File: config.mk
export PLATFORM = sky130hd
export DESIGN_NAME = swatch_exchange_stream_parser
export DESIGN_NICKNAME = d
export VERILOG_FILES = /design/src/sv/swx_pkg.sv /design/src/sv/swatch_exchange_stream_parser.sv /design/src/sv/swx_front.sv /design/src/sv/swx_queue.sv /design/src/sv/swx_back.sv
export SDC_FILE = /design/constraint.sdc
export NUM_CORES = 1
export LEC_CHECK = 0
export ABC_AREA = 1
export BUFFER_PORTS_ARGS = -buffer_cell sky130_fd_sc_hd__buf_4
export CAP_MARGIN = 20
export CELL_PAD_IN_SITES_DETAIL_PLACEMENT = 2
export CELL_PAD_IN_SITES_GLOBAL_PLACEMENT = 2
export CORE_MARGIN = 4
export CORE_UTILIZATION = 41
export CTS_CLUSTER_DIAMETER = 40
export DETAILED_ROUTE_END_ITERATION = 16
export GPL_TIMING_DRIVEN = 0
export PLACE_DENSITY = 0.82
export SLEW_MARGIN = 15
export SYNTH_ARGS = -nofsm -noshare
export SYNTH_HDL_FRONTEND = slang
export SYNTH_SLANG_ARGS = --single-unit
File: constraint.sdc
create_clock -name clk -period 5.41 [get_ports clk]
set_clock_uncertainty 0.1 [all_clocks]
set_input_delay 0.8115 -clock clk [delete_from_list [all_inputs] [get_ports clk]]
set_output_delay 0.8115 -clock clk [all_outputs]
set_load 0.02 [all_outputs]
File: src/sv/swx_pkg.sv
`timescale 1ns / 1ps
// ----------------------------------------------------------------------------
// swx_pkg
// Shared codes, constants and the event record for the swatch stream parser.
// ----------------------------------------------------------------------------
package swx_pkg;

	localparam logic [2:0] EV_GBEGIN   = 3'd0;
	localparam logic [2:0] EV_CBEGIN   = 3'd1;
	localparam logic [2:0] EV_UNIT     = 3'd2;
	localparam logic [2:0] EV_CHAN     = 3'd3;
	localparam logic [2:0] EV_BADMODEL = 3'd4;
	localparam logic [2:0] EV_GEND     = 3'd5;

	localparam logic [15:0] CLS_COLOUR = 16'h0001;
	localparam logic [15:0] CLS_GBEGIN = 16'hC001;
	localparam logic [15:0] CLS_GEND   = 16'hC002;

	localparam logic [31:0] MODEL_CMYK = 32'h434D594B;
	localparam logic [31:0] MODEL_RGB  = 32'h52474220;
	localparam logic [31:0] MODEL_LAB  = 32'h4C414220;
	localparam logic [31:0] MODEL_GRAY = 32'h47726179;

	localparam logic [1:0] MC_CMYK = 2'd0;
	localparam logic [1:0] MC_RGB  = 2'd1;
	localparam logic [1:0] MC_LAB  = 2'd2;
	localparam logic [1:0] MC_GRAY = 2'd3;

	localparam int unsigned QUEUE_DEPTH = 4;
	localparam int unsigned QPTR_W      = $clog2(QUEUE_DEPTH);

	typedef struct packed {
		logic [2:0]  event_res;
		logic [31:0] payload;
		logic [1:0]  channel_number;
		logic [1:0]  colour_model;
		logic        final_channel;
		logic        final_name_unit;
	} event_t;

	// Index of the last channel for each colour model.
	function automatic logic [1:0] last_channel(input logic [1:0] model);
		case (model)
			MC_CMYK: last_channel = 2'd3;
			MC_RGB:  last_channel = 2'd2;
			MC_LAB:  last_channel = 2'd2;
			default: last_channel = 2'd0;
		endcase
	endfunction

endpackage

File: src/sv/swatch_exchange_stream_parser.sv
`timescale 1ns / 1ps
// ----------------------------------------------------------------------------
// swatch_exchange_stream_parser
// Streaming parser for swatch-exchange files, one byte per item.
// ----------------------------------------------------------------------------
// Input channel (in_valid/in_ready): one file byte per item, with new_file
// set on the first byte of a file to restart at the 12-byte header.
// Output channel (out_valid/out_ready): one event per item: group or colour
// begin with the name length, UTF-16 name units, channel words (float bits,
// big-endian), unknown model words and group ends.
// Throughput: one byte per cycle while the queue is not full. Each byte
// is taken by the front state machine; events pass through a 4-entry queue.
// Path: an event is written into the queue when the byte that completes it is
// accepted, then loaded into the output register that drives out_valid.
// Reset: arst_n clears the parser to the header phase and empties the queue
// and output register.
// Receiver stall: the output register holds its event, the queue fills and
// in_ready drops once four events are waiting.
// ----------------------------------------------------------------------------
module swatch_exchange_stream_parser (
	input  logic        clk,
	input  logic        arst_n,
	input  logic        in_valid,
	output logic        in_ready,
	input  logic [7:0]  data_byte,
	input  logic        new_file,
	output logic        out_valid,
	input  logic        out_ready,
	output logic [2:0]  event_res,
	output logic [31:0] payload,
	output logic [1:0]  channel_number,
	output logic [1:0]  colour_model,
	output logic        final_channel,
	output logic        final_name_unit
);
	import swx_pkg::*;

	logic   push, pop, q_full, q_empty;
	event_t push_ev, q_head, out_ev;

	swx_front u_front (
		.clk       (clk),
		.arst_n    (arst_n),
		.in_valid  (in_valid),
		.in_ready  (in_ready),
		.data_byte (data_byte),
		.new_file  (new_file),
		.q_full    (q_full),
		.push      (push),
		.push_ev   (push_ev)
	);

	swx_queue u_queue (
		.clk     (clk),
		.arst_n  (arst_n),
		.push    (push),
		.push_ev (push_ev),
		.pop     (pop),
		.full    (q_full),
		.empty   (q_empty),
		.head    (q_head)
	);

	swx_back u_back (
		.clk       (clk),
		.arst_n    (arst_n),
		.q_empty   (q_empty),
		.q_head    (q_head),
		.pop       (pop),
		.out_valid (out_valid),
		.out_ready (out_ready),
		.out_ev    (out_ev)
	);

	assign event_res       = out_ev.event_res;
	assign payload         = out_ev.payload;
	assign channel_number  = out_ev.channel_number;
	assign colour_model    = out_ev.colour_model;
	assign final_channel   = out_ev.final_channel;
	assign final_name_unit = out_ev.final_name_unit;

endmodule

File: src/sv/swx_front.sv
`timescale 1ns / 1ps
// ----------------------------------------------------------------------------
// swx_front
// Byte front end: assembles big-endian words, tracks the block structure and
// pushes one event record into the queue when a field that yields an event completes.
// ----------------------------------------------------------------------------
module swx_front (
	input  logic            clk,
	input  logic            arst_n,
	input  logic            in_valid,
	output logic            in_ready,
	input  logic [7:0]      data_byte,
	input  logic            new_file,
	input  logic            q_full,
	output logic            push,
	output swx_pkg::event_t push_ev
);
	import swx_pkg::*;

	typedef enum logic [2:0] {
		PH_HEADER, PH_CLASS, PH_SIZE, PH_NAMELEN, PH_NAME, PH_MODEL, PH_CHAN, PH_TYPE
	} phase_t;

	phase_t      phase_q, ph_cur, phase_n;
	logic [3:0]  byte_index_q, bi_n, needed;
	logic [31:0] word_q, word_n;
	logic        colour_q, colour_n;
	logic [15:0] units_q, units_n, units_dec;
	logic [1:0]  model_q, model_n;
	logic [1:0]  chan_q, chan_n;
	logic        accept, done, emit;
	logic [15:0] lo;

	assign in_ready = !q_full;
	assign accept   = in_valid && in_ready;
	assign push     = accept && emit;

	always_comb begin
		ph_cur    = new_file ? PH_HEADER : phase_q;
		word_n    = new_file ? {24'd0, data_byte} : {word_q[23:0], data_byte};
		bi_n      = new_file ? 4'd1 : byte_index_q + 4'd1;
		case (ph_cur)
			PH_HEADER: needed = 4'd12;
			PH_SIZE, PH_MODEL, PH_CHAN: needed = 4'd4;
			default: needed = 4'd2;
		endcase
		done      = bi_n >= needed;
		lo        = word_n[15:0];
		units_dec = units_q - 16'd1;
		phase_n   = ph_cur;
		colour_n  = colour_q;
		units_n   = units_q;
		model_n   = model_q;
		chan_n    = chan_q;
		emit      = 1'b0;
		push_ev   = '0;
		if (done) begin
			case (ph_cur)
				PH_HEADER: phase_n = PH_CLASS;
				PH_CLASS: begin
					if (lo == CLS_COLOUR || lo == CLS_GBEGIN) begin
						colour_n = (lo == CLS_COLOUR);
						phase_n  = PH_SIZE;
					end else if (lo == CLS_GEND) begin
						emit              = 1'b1;
						push_ev.event_res = EV_GEND;
					end
				end
				PH_SIZE: phase_n = PH_NAMELEN;
				PH_NAMELEN: begin
					emit              = 1'b1;
					push_ev.event_res = colour_q ? EV_CBEGIN : EV_GBEGIN;
					push_ev.payload   = {16'd0, lo};
					units_n           = lo;
					if (lo == 16'd0)
						phase_n = colour_q ? PH_MODEL : PH_CLASS;
					else
						phase_n = PH_NAME;
				end
				PH_NAME: begin
					emit                    = 1'b1;
					units_n                 = units_dec;
					push_ev.event_res       = EV_UNIT;
					push_ev.payload         = {16'd0, lo};
					push_ev.final_name_unit = (units_dec == 16'd0);
					if (units_dec == 16'd0)
						phase_n = colour_q ? PH_MODEL : PH_CLASS;
				end
				PH_MODEL: begin
					chan_n  = 2'd0;
					phase_n = PH_CHAN;
					if (word_n == MODEL_CMYK)
						model_n = MC_CMYK;
					else if (word_n == MODEL_RGB)
						model_n = MC_RGB;
					else if (word_n == MODEL_LAB)
						model_n = MC_LAB;
					else if (word_n == MODEL_GRAY)
						model_n = MC_GRAY;
					else begin
						emit              = 1'b1;
						push_ev.event_res = EV_BADMODEL;
						push_ev.payload   = word_n;
						phase_n           = PH_TYPE;
					end
				end
				PH_CHAN: begin
					emit                   = 1'b1;
					push_ev.event_res      = EV_CHAN;
					push_ev.payload        = word_n;
					push_ev.channel_number = chan_q;
					push_ev.colour_model   = model_q;
					push_ev.final_channel  = (chan_q == last_channel(model_q));
					if (chan_q == last_channel(model_q)) begin
						chan_n  = 2'd0;
						phase_n = PH_TYPE;
					end else begin
						chan_n = chan_q + 2'd1;
					end
				end
				default: phase_n = PH_CLASS;
			endcase
		end
	end

	always_ff @(posedge clk or negedge arst_n) begin
		if (!arst_n) begin
			phase_q      <= PH_HEADER;
			byte_index_q <= 4'd0;
			word_q       <= 32'd0;
			colour_q     <= 1'b0;
			units_q      <= 16'd0;
			model_q      <= 2'd0;
			chan_q       <= 2'd0;
		end else if (accept) begin
			phase_q      <= phase_n;
			byte_index_q <= done ? 4'd0 : bi_n;
			word_q       <= done ? 32'd0 : word_n;
			colour_q     <= colour_n;
			units_q      <= units_n;
			model_q      <= model_n;
			chan_q       <= chan_n;
		end
	end

endmodule

File: src/sv/swx_queue.sv
`timescale 1ns / 1ps
// ----------------------------------------------------------------------------
// swx_queue
// Short event queue between the byte front end and the output stage.
// ----------------------------------------------------------------------------
module swx_queue (
	input  logic            clk,
	input  logic            arst_n,
	input  logic            push,
	input  swx_pkg::event_t push_ev,
	input  logic            pop,
	output logic            full,
	output logic            empty,
	output swx_pkg::event_t head
);
	import swx_pkg::*;

	event_t              entry_q [QUEUE_DEPTH];
	logic [QPTR_W-1:0]   wr_q, rd_q;
	logic [QPTR_W:0]     count_q;

	assign full  = (count_q == QPTR_W'(0) + (QPTR_W+1)'(QUEUE_DEPTH));
	assign empty = (count_q == '0);
	assign head  = entry_q[rd_q];

	always_ff @(posedge clk) begin
		if (push)
			entry_q[wr_q] <= push_ev;
	end

	always_ff @(posedge clk or negedge arst_n) begin
		if (!arst_n) begin
			wr_q    <= '0;
			rd_q    <= '0;
			count_q <= '0;
		end else begin
			if (push)
				wr_q <= wr_q + QPTR_W'(1);
			if (pop)
				rd_q <= rd_q + QPTR_W'(1);
			if (push && !pop)
				count_q <= count_q + (QPTR_W+1)'(1);
			else if (pop && !push)
				count_q <= count_q - (QPTR_W+1)'(1);
		end
	end

endmodule

File: src/sv/swx_back.sv
`timescale 1ns / 1ps
// ----------------------------------------------------------------------------
// swx_back
// Output stage: takes event records from the queue and holds each one on the
// result channel until the receiver takes it.
// ----------------------------------------------------------------------------
module swx_back (
	input  logic            clk,
	input  logic            arst_n,
	input  logic            q_empty,
	input  swx_pkg::event_t q_head,
	output logic            pop,
	output logic            out_valid,
	input  logic            out_ready,
	output swx_pkg::event_t out_ev
);
	import swx_pkg::*;

	logic   valid_q;
	event_t ev_q;

	assign pop       = !q_empty && (!valid_q || out_ready);
	assign out_valid = valid_q;
	assign out_ev    = ev_q;

	always_ff @(posedge clk or negedge arst_n) begin
		if (!arst_n) begin
			valid_q <= 1'b0;
		end else if (pop) begin
			valid_q <= 1'b1;
		end else if (out_ready) begin
			valid_q <= 1'b0;
		end
	end

	// Load the next item; payload needs no reset.
	always_ff @(posedge clk) begin
		if (pop)
			ev_q <= q_head;
	end

endmodule

; ---- Word-level counts from Yosys, hierarchy flattened
; Memory sizes are Yosys's and may differ from the RTL's. A register that Yosys moved wholly into a read port is not among the register bits.
; Cells that the tools add are included.
[word_totals]
regBits = 60
latch_bits = 0
mem_bits_rw = 164
romBits = 0
input_bits = 13
output_inout_bits = 43
elab_cells = 120
mem_count = 1
[mem_list]
columns = memory, words, word_bits, rd, rd_ports_with_merged_regs, wr, line_no
row1 = u_queue.entry_q, 4, 41, 1, 1, 1, swx_queue.sv:18  ; event_t entry_q [QUEUE_DEPTH];
[classes]
n_addsub = 7
multipliers = 0
div = 0
order_cmp = 1
eq_ne = 17
shift = 0
mux = 53
bitwise = 0
n_reduce_logical = 30
[op_table]
columns = cell, count
row1 = $mux W35, 4
row2 = $eq A32 B31 Y1 const B, 4
row3 = $pmux W32 S3, 1
row4 = $mux W3, 14
row5 = $mux W41, 1
row6 = $eq A16 B16 Y1 const B, 2
row7 = $logic_not A16 Y1, 2
row8 = $mux W32, 1
row9 = $pmux W16 S2, 1
row10 = $mux W24, 1
row11 = $pmux W3 S6, 1
row12 = $eq A16 B1 Y1 const B, 1
row13 = $sub A16 B1 Y16 const B, 1
row14 = $pmux W3 S5, 1
row15 = $mux W1, 14
row16 = $mux W2, 7
row17 = $eq A3 B3 Y1 const B, 4
row18 = $mux W4, 2
row19 = $pmux W2 S2, 2
row20 = $pmux W4 S2, 1
row21 = $reduce_and A4 Y1, 2
row22 = $reduce_bool A2 Y1, 4
row23 = $add A2 B1 Y2 const B, 3
row24 = $eq A3 B2 Y1 const B, 2
row25 = other kinds (19), 32

; ---- Depth between registers and ports, before layout
; Gate-level depths: netlist (run 1).
[logic_depth]
word_depth = 13
ltp_mapped = 21
ltp_nobuf = 20

; ---- Modules after synthesis
; Synthesis (run 1) repeated with hierarchy kept, for this count alone.
[hier_totals]
hier_cells = 1181
hier_area_um2 = 12042.8
[modules_own_cells]
columns = mod, instances, cells_per_inst, area_per_inst_um2, seq_area_each_um2
row1 = swx_queue, 1, 526, 6865.3, 5099.9
row2 = swx_front, 1, 609, 3901.2, 1301.2
row3 = swx_back, 1, 46, 1276.2, 1256.2

; ---- Worst setup path before layout (run 1)
; Ideal clock, no wire load.
[synth_path]
path_type = input to register
startpoint = input port new_file
endpoint = memory u_queue.entry_q[0][0] (netlist bit) (enable)
setup_ps = 439
arrival_time_ps = 4011
t_required_ps = 4871
path_slack_ps = 859
stages = 14
n_path_buf = 1
path_cell_list = buf_6 -> nor2_1 -> inv_1 -> nor2_1 -> nand2_1 -> nand2_1 -> nor2_1 -> ha_1 -> nand2_1 -> inv_1 -> nand4_1 -> nand2_2 -> nand3_4 -> nor2_1
[synth_between]
elab_chain_len = 11
elab_cells_between_ends = 33
cone_classes = order compare (1) / eq/ne (13) / mux (14) / reduce/logical (5)
[synth_lines]
columns = item, line_no
row1 = from (decl), swatch_exchange_stream_parser.sv:26  ; input logic new_file,
row2 = $mux W32, swx_front.sv:40  ; word_n = new_file ? {24'd0, data_byte} : {word_q[23:0], data_byte};
row3 = $eq A32 B31 Y1, swx_front.sv:98  ; else if (word_n == MODEL_GRAY)
row4 = $mux W1, swx_front.sv:98
row5 = $mux W1, swx_front.sv:96  ; else if (word_n == MODEL_LAB)
row6 = $mux W1, swx_front.sv:94  ; else if (word_n == MODEL_RGB)
row7 = $mux W1, swx_front.sv:92  ; if (word_n == MODEL_CMYK)
row8 = $pmux W1 S3, swx_front.sv:58  ; case (ph_cur)
row9 = $mux W1 *, swx_front.sv:57  ; if (done) begin
row10 = $logic_and A1 B1 Y1 *, swx_front.sv:36  ; assign push = accept && emit;
row11 = $mux W1 *, swx_queue.sv:27  ; if (push)
row12 = $mux W1 (implied by the code) *, swx_queue.sv:28  ; entry_q[wr_q] <= push_ev;
row13 = to (decl), swx_queue.sv:18
; Mark *: on every way between the ends. The rest lies on a longest branch, timed or not.

==> metrics.md, run 1 <==
| Metric | Value |
|---|---|
| Ranking of synthesized cells by area | edfxtp_1, dfrtp_1, o21ai_0 |
| Mapped Nets | 1135 |
| First-pass DRT Iterations | 6 |
| Total track usage | 30.0% |
| Area after DPL | 0.0128 mm² |
| Power density cells | 595 mW/mm² |
| Max FO, Critical Path | 10 |
| Top FF cell, synth | edfxtp_1 |
| Mapped Cells | 1110 |
| PostCTS Resize Cnt | 0 |
| Clock Latency Late Sink | 0.54 ns |
| Path type of the worst setup path | reg -> reg |
| Normalized max-slew margin | 38.3% |
| Detailed placer's ending HPWL | 28200 µm |
| Crit. End Element | flip-flop |
| DR DRC count | 0 |
| CP peak stage delay | 0.69 ns |
| Core Area | 0.0279 mm² |
| N_diodes | 0 |
| Seq pwr share | 35.1% |
| YS warnings | 0 |
| Die height | 177 µm |
| RSZ-0062 raised after global routing | false |
| Fill count | 2843 |
| Tmin final | 4.03 ns |
| Overall via count from detail_route | 9535 |
| Htree depth | 2 |
| Status | finished, final reports clean |
| Layout Utilization | 50.5% |
| Crit path max-delay family | simple AND/OR/NAND/NOR gates |
| Leak | 5.34 nW |
| Clock share of power | 31.4% |
| Global-route wire length before repair | 69900 µm |
| Antenna violations before repair | 0 |
| Clock transition at path regs | 0.06 ns |
| Final GP Congestion | 0.869 |
| Setup bufs post-CTS | 0 |
| Initial Util | 41.7% |
| Async SR Flop Fraction | 22.6% |
| I/O pin cnt | 56 |
| Cts bufs inserted | 40 |
| Non-Filler Instances | 1624 |
| Worst EP required | 5.53 ns |
| Max cap viols | 0 |
| Netlist Area Pre-Place | 0.0116 mm² |
| Clock Tree Buf Depth | 3 |
| Final instance area | 0.0141 mm² |
| Hold slack | 0.302 ns |
| Endpoints failing setup | 0 |
| Rows | 61 |
| Tightest Pin Transition | 0.925 ns |
| Cell repeated most along the worst path | inv_1 |
| Worst path cell trace | inv_1, nor2_1, inv_1, nor2_1, nand2_1, nand2_1, nor2_1, ha_1, nand2_1, inv_1, nand4_1, nand2_2, inv_2, a21oi_4, inv_1, buf_2, nor3_1 |
| Root Buffer | clkbuf_16 |
| Power Internal | 5.03 mW |
| Critical path arrival | 4.14 ns |
| Yosys cell types | 40 |
| Cts-stage hold buffer count | 0 |
| Placed cells | 1550 |
| Port Buf Inserts | 54 |
| Sequential area share after synthesis | 65.8% |
| CP bufs+invs | 6 |
| Crit path launch type | flip-flop |
| Routed vias/inst | 5.87 |
| VDD IR max | 222 µV |
| Net Sw Power | 3.36 mW |
| Pin count of the biggest net entering global routing | 61 |
| Worst min-delay path category | in -> async |
| Area Growth Syn to Fin | 21.0% |
| Slowest cell on crit path | nor3_1 |
| Vias in the first global route | 10616 |
| Post-DR wirelength/cell | 28.7 µm |
| Die ar. | 0.0312 mm² |
| Synth area leader | edfxtp_1 |
| Yosys top cell area share | 52.9% |
| Clk sinks | 265 |
| Sw Ratio | 40.1% |
| Antenna-violating nets left | 0 |
| Layout cell share with drive strength beyond 1 | 14.1% |
| Tcrit/Tclk final | 74.4% |
| Synth Register Bits | 265 |
| Overflow after GRT | 0 |
| Final hold violation count | 0 |
| Maximum clock rate | 0.248 GHz |
| First-iteration detailed-routing DRC count | 878 |
| Die span in x | 177 µm |
| Nets | 1239 |
| Power share of the combinational group | 33.5% |
| Max-slew violation count | 0 |
| Routed WL | 46700 µm |
| TritonCTS clock tree | yes |
| Syn Area/Cell | 10.5 µm² |
| Post-synth EDFFs | 205 |
## path summary, 6_finish.rpt
path,from,endpoint,slack (ns),cells after the start
min reg2reg,u_front.byte_index_q[1],u_front.byte_index_q[1],0.43,2
max reg2reg,u_front.phase_q[0],u_queue.entry_q[3][20],1.38,17
max in group asynchronous,arst_n,u_front.units_q[13],4.26,1
max,u_front.phase_q[0],u_queue.entry_q[3][20],1.38,17
min in group clk,out_ready,u_back.out_valid,0.42,2
min,arst_n,u_queue.count_q[0],0.30,1
## per-stage QoR
step           total power, mW  setup slack [ns]  setup TNS, ns
6_report                  8.39              1.38              0
5_1_grt                   8.77              1.19              0
4_1_cts                   8.40              1.49              0
3_5_place_dp              5.61              1.14              0
3_3_place_gp              5.32             -1.05        -156.02
2_1_floorplan             4.43             0.859              0
## routing by layer
metal  share of wire [%]  routed length, µm  track usage, %
met4                 4.0               1880            12.3
met3                 5.9               2770            4.63
met5                   0                  0               0
met1                  40              18500            37.3
met2                  50              23500            52.5
## cell usage in the layout, fill, tap and decap left out, drive strengths merged
cell	n
a211oi	1
a21oi	13
a22oi	2
a31oi	2
and3	2
buf	72
bufinv	3
clkbuf	87
clkinv	11
clkinvlp	2
dfrtp	60
edfxtp	205
fa	1
ha	11
inv	100
nand2	179
nand3	54
nand3b	5
nand4	9
nor2	193
nor3	33
nor3b	1
nor4	1
o211ai	4
o21ai	146
o22ai	43
xnor2	1
xor2	5
## cell usage after synthesis (5+ instances only)
master,n
inv_1,85
clkbuf_1,38
inv_2,5
a21oi_1,12
xor2_1,5
nand2_1,165
edfxtp_1,205
nand3_1,52
nand3b_1,5
nor3_1,28
nor2_1,189
o21ai_0,142
dfrtp_1,60
nand4_1,9
ha_1,11
nand2_2,11
o22ai_1,43
nor3_2,5
## layout make-up
type	count	area (µm²)	area share, %
inverter	91	342	2.42
multi-input combinational	706	3480	24.7
tap	378	473	3.36
sequential	265	7660	54.3
timing repair buffer	62	603	4.28
clock buffer	49	1080	7.63
buffer	48	215	1.53
clock inverter	25	253	1.79
## sequential cells by signal, summed over array words and instances, names as in the netlist
signal and count:
u_back.out_valid 1, u_front.byte_index_q 4, u_front.word_q 24, u_front.phase_q 3, u_queue.entry_q 164, u_front.chan_q 2
u_front.units_q 16, u_queue.rd_q 2, u_front.model_q 2, u_queue.count_q 3, u_front.colour_q 1, u_queue.wr_q 2
u_back.out_ev 41
## power groups by stage
stage               Combinational, mW  Clock [mW]  Sequential [mW]
floorplan                        1.35           0             3.08
global placement                 2.41           0             2.92
detailed placement               2.65           0             2.95
CTS                              2.80        2.65             2.95
global route                     3.03        2.75             2.99
finish                           2.81        2.63             2.95
## cells by family after synthesis
| family | after synthesis | synth area share [%] |
|---|---|---|
| fa+ha+maj | 12 | 1.35 |
| simple gates | 477 | 17.9 |
| buf+inv | 139 | 4.78 |
| compound gates | 211 | 9.80 |
| flops | 265 | 65.8 |
| xor+xnor | 6 | 0.451 |
(Power assumes the default switching activity.)
==> inputs of run 2 (changes only) <==
ABC_AREA = 0   (was 1)
CORE_UTILIZATION = 40   (was 41)
PLACE_DENSITY = 0.77   (was 0.82)
clock period = 3.5 ns   (was 5.41 ns; I/O delays follow)
==> run 2 against run 1 <==
  * The flow now finishes with violations (hold timing)
  * Largest power group unchanged
  * Wire length shrank 23%
  * Synthesized area down 2.4%
  * Critical path depth fell by 5
  * Die area about the same
  * Cell area is 1.3% lower
  * Core utilization is 0.65 points lower
==> metrics.md, run 2 <==
| Metric | Value |
|---|---|
| Crit path max-delay family | simple AND/OR/NAND/NOR gates |
| Worst r2r path cells | 12 (-5) |
| RR Endpoint | u_queue.entry_q[2][12] |
| Tcrit/Tclk final | 98.4% (+24 points) |
| Ranking of synthesized cells by area | edfxtp_1, dfrtp_1, mux4_2 |
| Port Buf Inserts | 55 (+1.9%) |
| Syn Area/Cell | 14.5 µm² (+39%) |
| Die ar. | 0.0312 mm² (about the same) |
| RSZ-0062 raised after global routing | true |
| Post-route setup slack | 0.0576 ns (-1.33 ns) |
| Overflow after GRT | 0 (unchanged) |
| Overall via count from detail_route | 7552 (-21%) |
| Synth area leader | edfxtp_1 |
| Worst Setup EP | u_queue.entry_q[2][12] |
| Synth cell count leaders | edfxtp_1, nand2_1, dfrtp_1 |
| I/O pin cnt | 56 (unchanged) |
| Reg2reg setup slack | 0.06 ns (-1.33 ns) |
| Worst EP required | 3.57 ns (-1.96 ns) |
| Commonest non-fill, non-tap cell in the layout | edfxtp_1 |
| Cts-stage hold buffer count | 0 (unchanged) |
| Worst path cell trace | buf_6, nor2_1, a21oi_1, nor2_1, ha_1, nor2_1, a32oi_4, and3_4, o2111ai_2, nand2_2, buf_4, and2_4 |
| DR DRC count | 0 (unchanged) |
| Slowest cell on crit path | and2_4 |
| N_diodes | 0 (unchanged) |
| Endpoints failing setup | 0 (unchanged) |
| Clock Tree Buf Depth | 3 (unchanged) |
| Layout cell share with drive strength beyond 1 | 25.0% (+11 points) |
| Final GP Congestion | 0.855 (-1.7%) |
| First-iteration detailed-routing DRC count | 516 (-41%) |
| Leak | 5.05 nW (-5.4%) |
| Pin count of the biggest net entering global routing | 61 (unchanged) |
| Post-DR wirelength/cell | 27.9 µm (-2.9%) |
| Post-synth EDFFs | 205 (unchanged) |
| Path type of the worst setup path | reg -> reg |
| Failing checks | hold timing |
| Normalized max-slew margin | 32.0% (-6.3 points) |
| Nets | 909 (-27%) |
| Max FO, Critical Path | 41 (+31) |
| Rows | 61 (unchanged) |
| Most numerous cell in the Yosys netlist | edfxtp_1 |
| Cell repeated most along the worst path | nor2_1 |
| Crit path launch type | flip-flop |
| TritonCTS clock tree | yes |
| Worst Setup SP | u_front.phase_q[0] |
| Clk sinks | 265 (unchanged) |
| VDD IR max | 361 µV (+63%) |
| Synth Register Bits | 265 (unchanged) |
| Root Buffer | clkbuf_16 |
| First-pass DRT Iterations | 5 (-1) |
| Worst min-delay path category | in -> async |
| Final hold violation count | 5 (+5) |
| Critical path depth | 12 (-5) |
| CP bufs+invs | 2 (-4) |
| Max-slew violation count | 0 (unchanged) |
| Top FF cell, synth | edfxtp_1 |
| Htree depth | 2 (unchanged) |
| Reg with most FFs | u_queue.entry_q |
| Hold slack | -0.00509 ns (-0.307 ns) |
| Routed WL | 36100 µm (-23%) |
| RR Startpoint | u_front.phase_q[0] |
| Antenna-violating nets left | 0 (unchanged) |
| Layout Utilization | 49.8% (-0.65 points) |
| Yosys top cell area share | 54.2% (+1.3 points) |
| Status | complete, but fails checks |
| Mapped Cells | 781 (-30%) |
| Sequential area share after synthesis | 67.4% (+1.6 points) |
| Largest register FFs | 164 (unchanged) |
| Antenna violations before repair | 1 (+1) |
| Area Growth Syn to Fin | 22.5% |
| Routed vias/inst | 5.83 (-0.68%) |
| Crit. End Element | flip-flop |
| Critical path arrival | 3.51 ns (-0.63 ns) |
| Tmin final | 3.44 ns (-0.585 ns) |
| Netlist Area Pre-Place | 0.0114 mm² (-2.4%) |
| Area after DPL | 0.0123 mm² (-3.6%) |
| YS warnings | 0 (unchanged) |
| CP peak stage delay | 0.57 ns (-0.12 ns) |
| Die span in x | 177 µm (about the same) |
| Yosys cell types | 65 (+63%) |
| Core Area | 0.0279 mm² (unchanged) |
| Async SR Flop Fraction | 22.6% (unchanged) |
| Die height | 177 µm (about the same) |
| Detailed placer's ending HPWL | 22400 µm (-21%) |
| Max cap viols | 0 (unchanged) |
| Post-layout power | 11.3 mW (+34%) |
| Total track usage | 23.3% (-6.7 points) |
| Dpl ws | -1.28 ns (-2.42 ns) |
| Initial Util | 40.7% (-1.0 points) |
| Power density cells | 809 mW/mm² (+36%) |
| Clock transition at path regs | 0.05 ns (about the same) |
| Global-route wire length before repair | 54900 µm (-22%) |
| Cts bufs inserted | 41 (+2.5%) |
| Vias in the first global route | 8486 (-20%) |
| Final instance area | 0.0139 mm² (-1.3%) |
| Maximum clock rate | 0.290 GHz (+17%) |
| Most frequent cells in the layout | edfxtp_1, nand2_1, buf_4 |
| Mapped Nets | 806 (-29%) |
| Tightest Pin Transition | 1.01 ns (+0.0871 ns) |
| Clock Latency Late Sink | 0.55 ns (about the same) |
run 2: cell types whose count changed after synthesis, sizes merged, moves of 11 or more:
cell	delta
clkbuf	-11
inv	-73
mux4	+41
o31ai	+12
nand3	-38
o21ai	-108
o22ai	-36
nand2	-92
nor2	-152
nor3b	+24
a21oi	+22
nor4	+11
run 2: cell families after synthesis:
kind of cell    synth area share, %
simple gates                   12.5
mux                            8.42
fa+ha+maj                      1.39
xor+xnor                       1.00
flops                          67.4
buf+inv                        2.18
compound gates                 7.11
run 2: cell type report:
class                   count  area, µm²
multi-input cells         457       3600
repair buffers             62        485
clock inverters            25        314
clock buffers              51       1110
plain buffers              40        195
fillers                  2701      14000
flip-flops and latches    265       7660
well taps                 378        473
inverters                  17       68.8
run 2: worst min path at each step:
stage                             from                       to  slack, ns
floorplan                       arst_n         u_back.out_valid       0.13
global route                    arst_n        u_front.word_q[2]       0.06
detailed placement  u_queue.count_q[2]       u_queue.count_q[2]       0.39
finish                          arst_n       u_front.units_q[6]     -0.005
CTS                             arst_n  u_front.byte_index_q[1]       0.01
global placement    u_queue.count_q[2]       u_queue.count_q[2]       0.37
run 2: worst reg2reg max path, stage by stage, from the launching register on:
cell and delay [ns]:
dfrtp_1 0.39, buf_6 0.15, nor2_1 0.17, a21oi_1 0.10, nor2_1 0.19, ha_1 0.23
nor2_1 0.10, a32oi_4 0.29, and3_4 0.25, o2111ai_2 0.14, nand2_2 0.21, buf_4 0.15
and2_4 0.57
run 2: metal layers:
metal	GRT usage, %	routed length (µm)	part of all wire (%)	vias to the layer above
met3	3.92	1800	5.0	88
met5	0	13	0.036	-
met2	40.0	18300	51	248
met4	8.35	1210	3.4	2
li1	-	-	-	3225
met1	30.0	14800	41	3989
run 2: per-stage QoR:
step | instances | setup TNS, ns | hold WS, ns
after CTS | 1294 | 0 | 0.0130
after floorplan | 781 | 0 | 0.129
after global placement | 1214 | -249.99 | 0.374
final | 1295 | 0 | -0.00509
after global routing | 1295 | -5.74 | 0.0599
after detailed placement | 1215 | -273.57 | 0.391
run 2: where the power goes:
part / internal [mW] / leakage, nW / switching, mW
registers: 3.89 / 2.78 / 0.392
clock network: 2.62 / 0.694 / 1.64
logic: 1.12 / 1.58 / 1.59
run 2: timing repair:
| action | CTS | global route |
|---|---|---|
| setup endpoints to repair | 267 | 211 |
| resized for setup | 12 | 29 |
| buffers inserted | 4 | 2 |
| pin swaps | 2 | 6 |
| cloned | 0 | 0 |
==> inputs of run 3 (changes only) <==
CELL_PAD_IN_SITES_DETAIL_PLACEMENT = default   (was 2)
CELL_PAD_IN_SITES_GLOBAL_PLACEMENT = default   (was 2)
CORE_UTILIZATION = 61   (was 40)
PLACE_DENSITY = 0.81   (was 0.77)
clock period = 3.3 ns   (was 3.5 ns; I/O delays follow)
==> run 3 against run 2 <==
  * The run still ends with hold timing left
  * Die area is 33% lower
  * Via count up 4.3%
  * Register-to-register slack worse by 0.04 ns
==> metrics.md, run 3 (synthesis results as in run 2) <==
| Metric | Value |
|---|---|
| Slowest cell on crit path | dfrtp_2 |
| TritonCTS clock tree | yes |
| Post-route setup slack | 0.0210 ns (-0.0366 ns) |
| Overall via count from detail_route | 7876 (+4.3%) |
| Power density cells | 794 mW/mm² (-1.8%) |
| Nets | 950 (+4.5%) |
| Rows | 49 (-20%) |
| I/O pin cnt | 56 (unchanged) |
| Fill count | 1069 (-60%) |
| Dpl ws | -0.862 ns (+0.421 ns) |
| Routed WL | 31800 µm (-12%) |
| Detailed placer's ending HPWL | 18900 µm (-16%) |
| Max-slew violation count | 0 (unchanged) |
| Initial Util | 62.6% (+22 points) |
| Final hold violation count | 6 (+1) |
| Largest register FFs | 164 (unchanged) |
| Hold slack | -0.0142 ns (-0.00912 ns) |
| CP bufs+invs | 1 (-1) |
| Leak | 5.21 nW (+3.2%) |
| Critical path arrival | 3.60 ns (+0.09 ns) |
| Pin count of the biggest net entering global routing | 61 (unchanged) |
| Power share of the combinational group | 25.5% (+1.4 points) |
| Cts-stage hold buffer count | 0 (unchanged) |
| Non-Filler Instances | 1181 (-8.8%) |
| Status | complete, but fails checks |
| First-iteration detailed-routing DRC count | 866 (+68%) |
| Normalized max-slew margin | 41.3% (+9.4 points) |
| Crit path max-delay family | adder cells |
| Worst min-delay path category | in -> async |
| Tcrit/Tclk final | 99.4% (+1.0 points) |
| Area Growth Syn to Fin | 23.0% |
| Max cap viols | 0 (unchanged) |
| Tightest Pin Transition | 0.873 ns (-0.139 ns) |
| Worst EP required | 3.62 ns (+0.05 ns) |
| Die ar. | 0.0209 mm² (-33%) |
| Failing checks | hold timing |
| Worst path cell trace | ha_1, xnor2_2, nor2_1, ha_1, o21ai_1, a32oi_2, and3_4, o2111ai_2, nand2_2, ha_4, inv_1, fa_2, xor2_1, nor2_1, xor2_1 |
| Clk sinks | 265 (unchanged) |
| First-pass DRT Iterations | 6 (+1) |
| DR DRC count | 0 (unchanged) |
| Antenna violations before repair | 1 (unchanged) |
| VDD IR max | 508 µV (+41%) |
| Clock transition at path regs | 0.05 ns (about the same) |
| Htree depth | 2 (unchanged) |
| Routed vias/inst | 6.67 (+14%) |
| Post-layout power | 11.1 mW (-1.3%) |
| Tmin final | 3.28 ns (-0.163 ns) |
| Seq pwr share | 40.6% (+2.5 points) |
| RSZ-0062 raised after global routing | true |
| Total negative setup slack | 0 ns (unchanged) |
| Core Area | 0.0181 mm² (-35%) |
| CP peak stage delay | 0.43 ns (-0.14 ns) |
| Power Internal | 7.63 mW (about the same) |
| Endpoints failing setup | 0 (unchanged) |
| Sw Ratio | 31.3% (-0.89 points) |
| Maximum clock rate | 0.305 GHz (+5.0%) |
| Layout cell share with drive strength beyond 1 | 28.5% (+3.5 points) |
| N_diodes | 0 (unchanged) |
| Path type of the worst setup path | reg -> reg |
| Clock share of power | 33.9% (-3.9 points) |
| Die height | 144 µm (-18%) |
| Total track usage | 28.5% (+5.1 points) |
| Global-route wire length before repair | 44300 µm (-19%) |
| Crit. End Element | flip-flop |
| Port Buf Inserts | 55 (unchanged) |
| Root Buffer | clkbuf_16 |
| Layout Utilization | 77.0% (+27 points) |
| Commonest non-fill, non-tap cell in the layout | edfxtp_1 |
| Clock Latency Late Sink | 0.51 ns (-0.04 ns) |
| Most frequent cells in the layout | edfxtp_1, buf_4, nand2_1 |
| Max FO, Critical Path | 5 (-88%) |
| Net Sw Power | 3.48 mW (-4.1%) |
| Die span in x | 144 µm (-18%) |
| Placed cells | 1070 (-12%) |
| Clock Tree Buf Depth | 3 (unchanged) |
| Cts bufs inserted | 35 (-15%) |
| Post-DR wirelength/cell | 27.0 µm (-3.3%) |
| Final GP Congestion | 0.960 (+12%) |
| Vias in the first global route | 7494 (-12%) |
| Antenna-violating nets left | 0 (unchanged) |
| Crit path launch type | flip-flop |
| Reg with most FFs | u_queue.entry_q |
| Overflow after GRT | 0 (unchanged) |
-- run 3: changes by cell type in the layout (fill, tap and decap cells not counted), moves of 3 or more --
cell | before | now
buf_6 | 3 | 12
buf_12 | 0 | 5
clkinv_2 | 3 | 9
inv_6 | 8 | 3
clkbuf_1 | 31 | 26
and2_2 | 0 | 4
nor2_2 | 0 | 4
buf_4 | 64 | 89
nor2_1 | 41 | 37
clkbuf_2 | 0 | 3
clkinv_4 | 4 | 0
-- run 3: worst paths after layout --
path / slack [ns] / endpoint / startpoint / cells after the start
hold / removal: -0.01 / u_front.units_q[1] / arst_n / 1
setup / recovery: 0.02 / u_queue.count_q[2] / u_front.byte_index_q[0] / 15
hold reg to reg: 0.39 / u_queue.count_q[2] / u_queue.count_q[2] / 1
min in group clk: 0.09 / u_back.out_valid / out_ready / 2
setup reg to reg: 0.02 / u_queue.count_q[2] / u_front.byte_index_q[0] / 15
max in group asynchronous: 2.53 / u_front.byte_index_q[0] / arst_n / 1
-- run 3: worst reg2reg max path, delay by kind of cell (launching register included) --
family | cells | cell delay [ns]
buffers and inverters | 1 | 0.05
AOI/OAI and AO/OA | 3 | 0.50
xor gates and xnor gates | 3 | 0.45
DFF | 1 | 0.43
adders and majority gates | 4 | 0.96
and+or+nand+nor | 4 | 0.73
-- run 3: routing by layer --
layer	vias up	GRT usage [%]	part of all wire (%)
met5	-	0	0
met4	0	7.95	2.9
met3	80	5.49	9.0
met2	529	46.4	50
met1	3951	39.9	38
li1	3316	-	-
-- run 3: power groups by stage --
stage | Clock, mW | Sequential (mW) | Combinational [mW]
after CTS | 3.78 | 4.49 | 2.75
final | 3.77 | 4.50 | 2.83
after global routing | 3.98 | 4.54 | 3.03
after detailed placement | 0 | 4.54 | 2.68
after floorplan | 0 | 4.74 | 1.50
after global placement | 0 | 4.51 | 2.59
-- run 3: layout make-up --
cell class	count	area (µm²)	share of cell area (%)
Sequential cell	265	7660	54.8
Multi-Input combinational cell	461	3620	25.9
Timing Repair Buffer	103	948	6.78
Clock buffer	42	943	6.75
Tap cell	229	287	2.05
Buffer	42	231	1.66
Clock inverter	22	226	1.62
Inverter	17	66.3	0.474
-- run 3: repair_timing --
action / CTS / global route
hold endpoints to repair: 0 / 0
setup buffers: 4 / 32
resized for setup: 16 / 31
endpoints found under the setup margin: 279 / 225
pin swaps: 2 / 4
cloned: 0 / 11
-- run 3: per-stage QoR --
| step | area (µm²) | hold WS (ns) |
|---|---|---|
| floorplan | 11400 | 0.0994 |
| global placement | 12100 | 0.374 |
| detailed placement | 12200 | 0.385 |
| CTS | 13500 | 0.0161 |
| global route | 14000 | 0.0580 |
| finish | 14000 | -0.0142 |
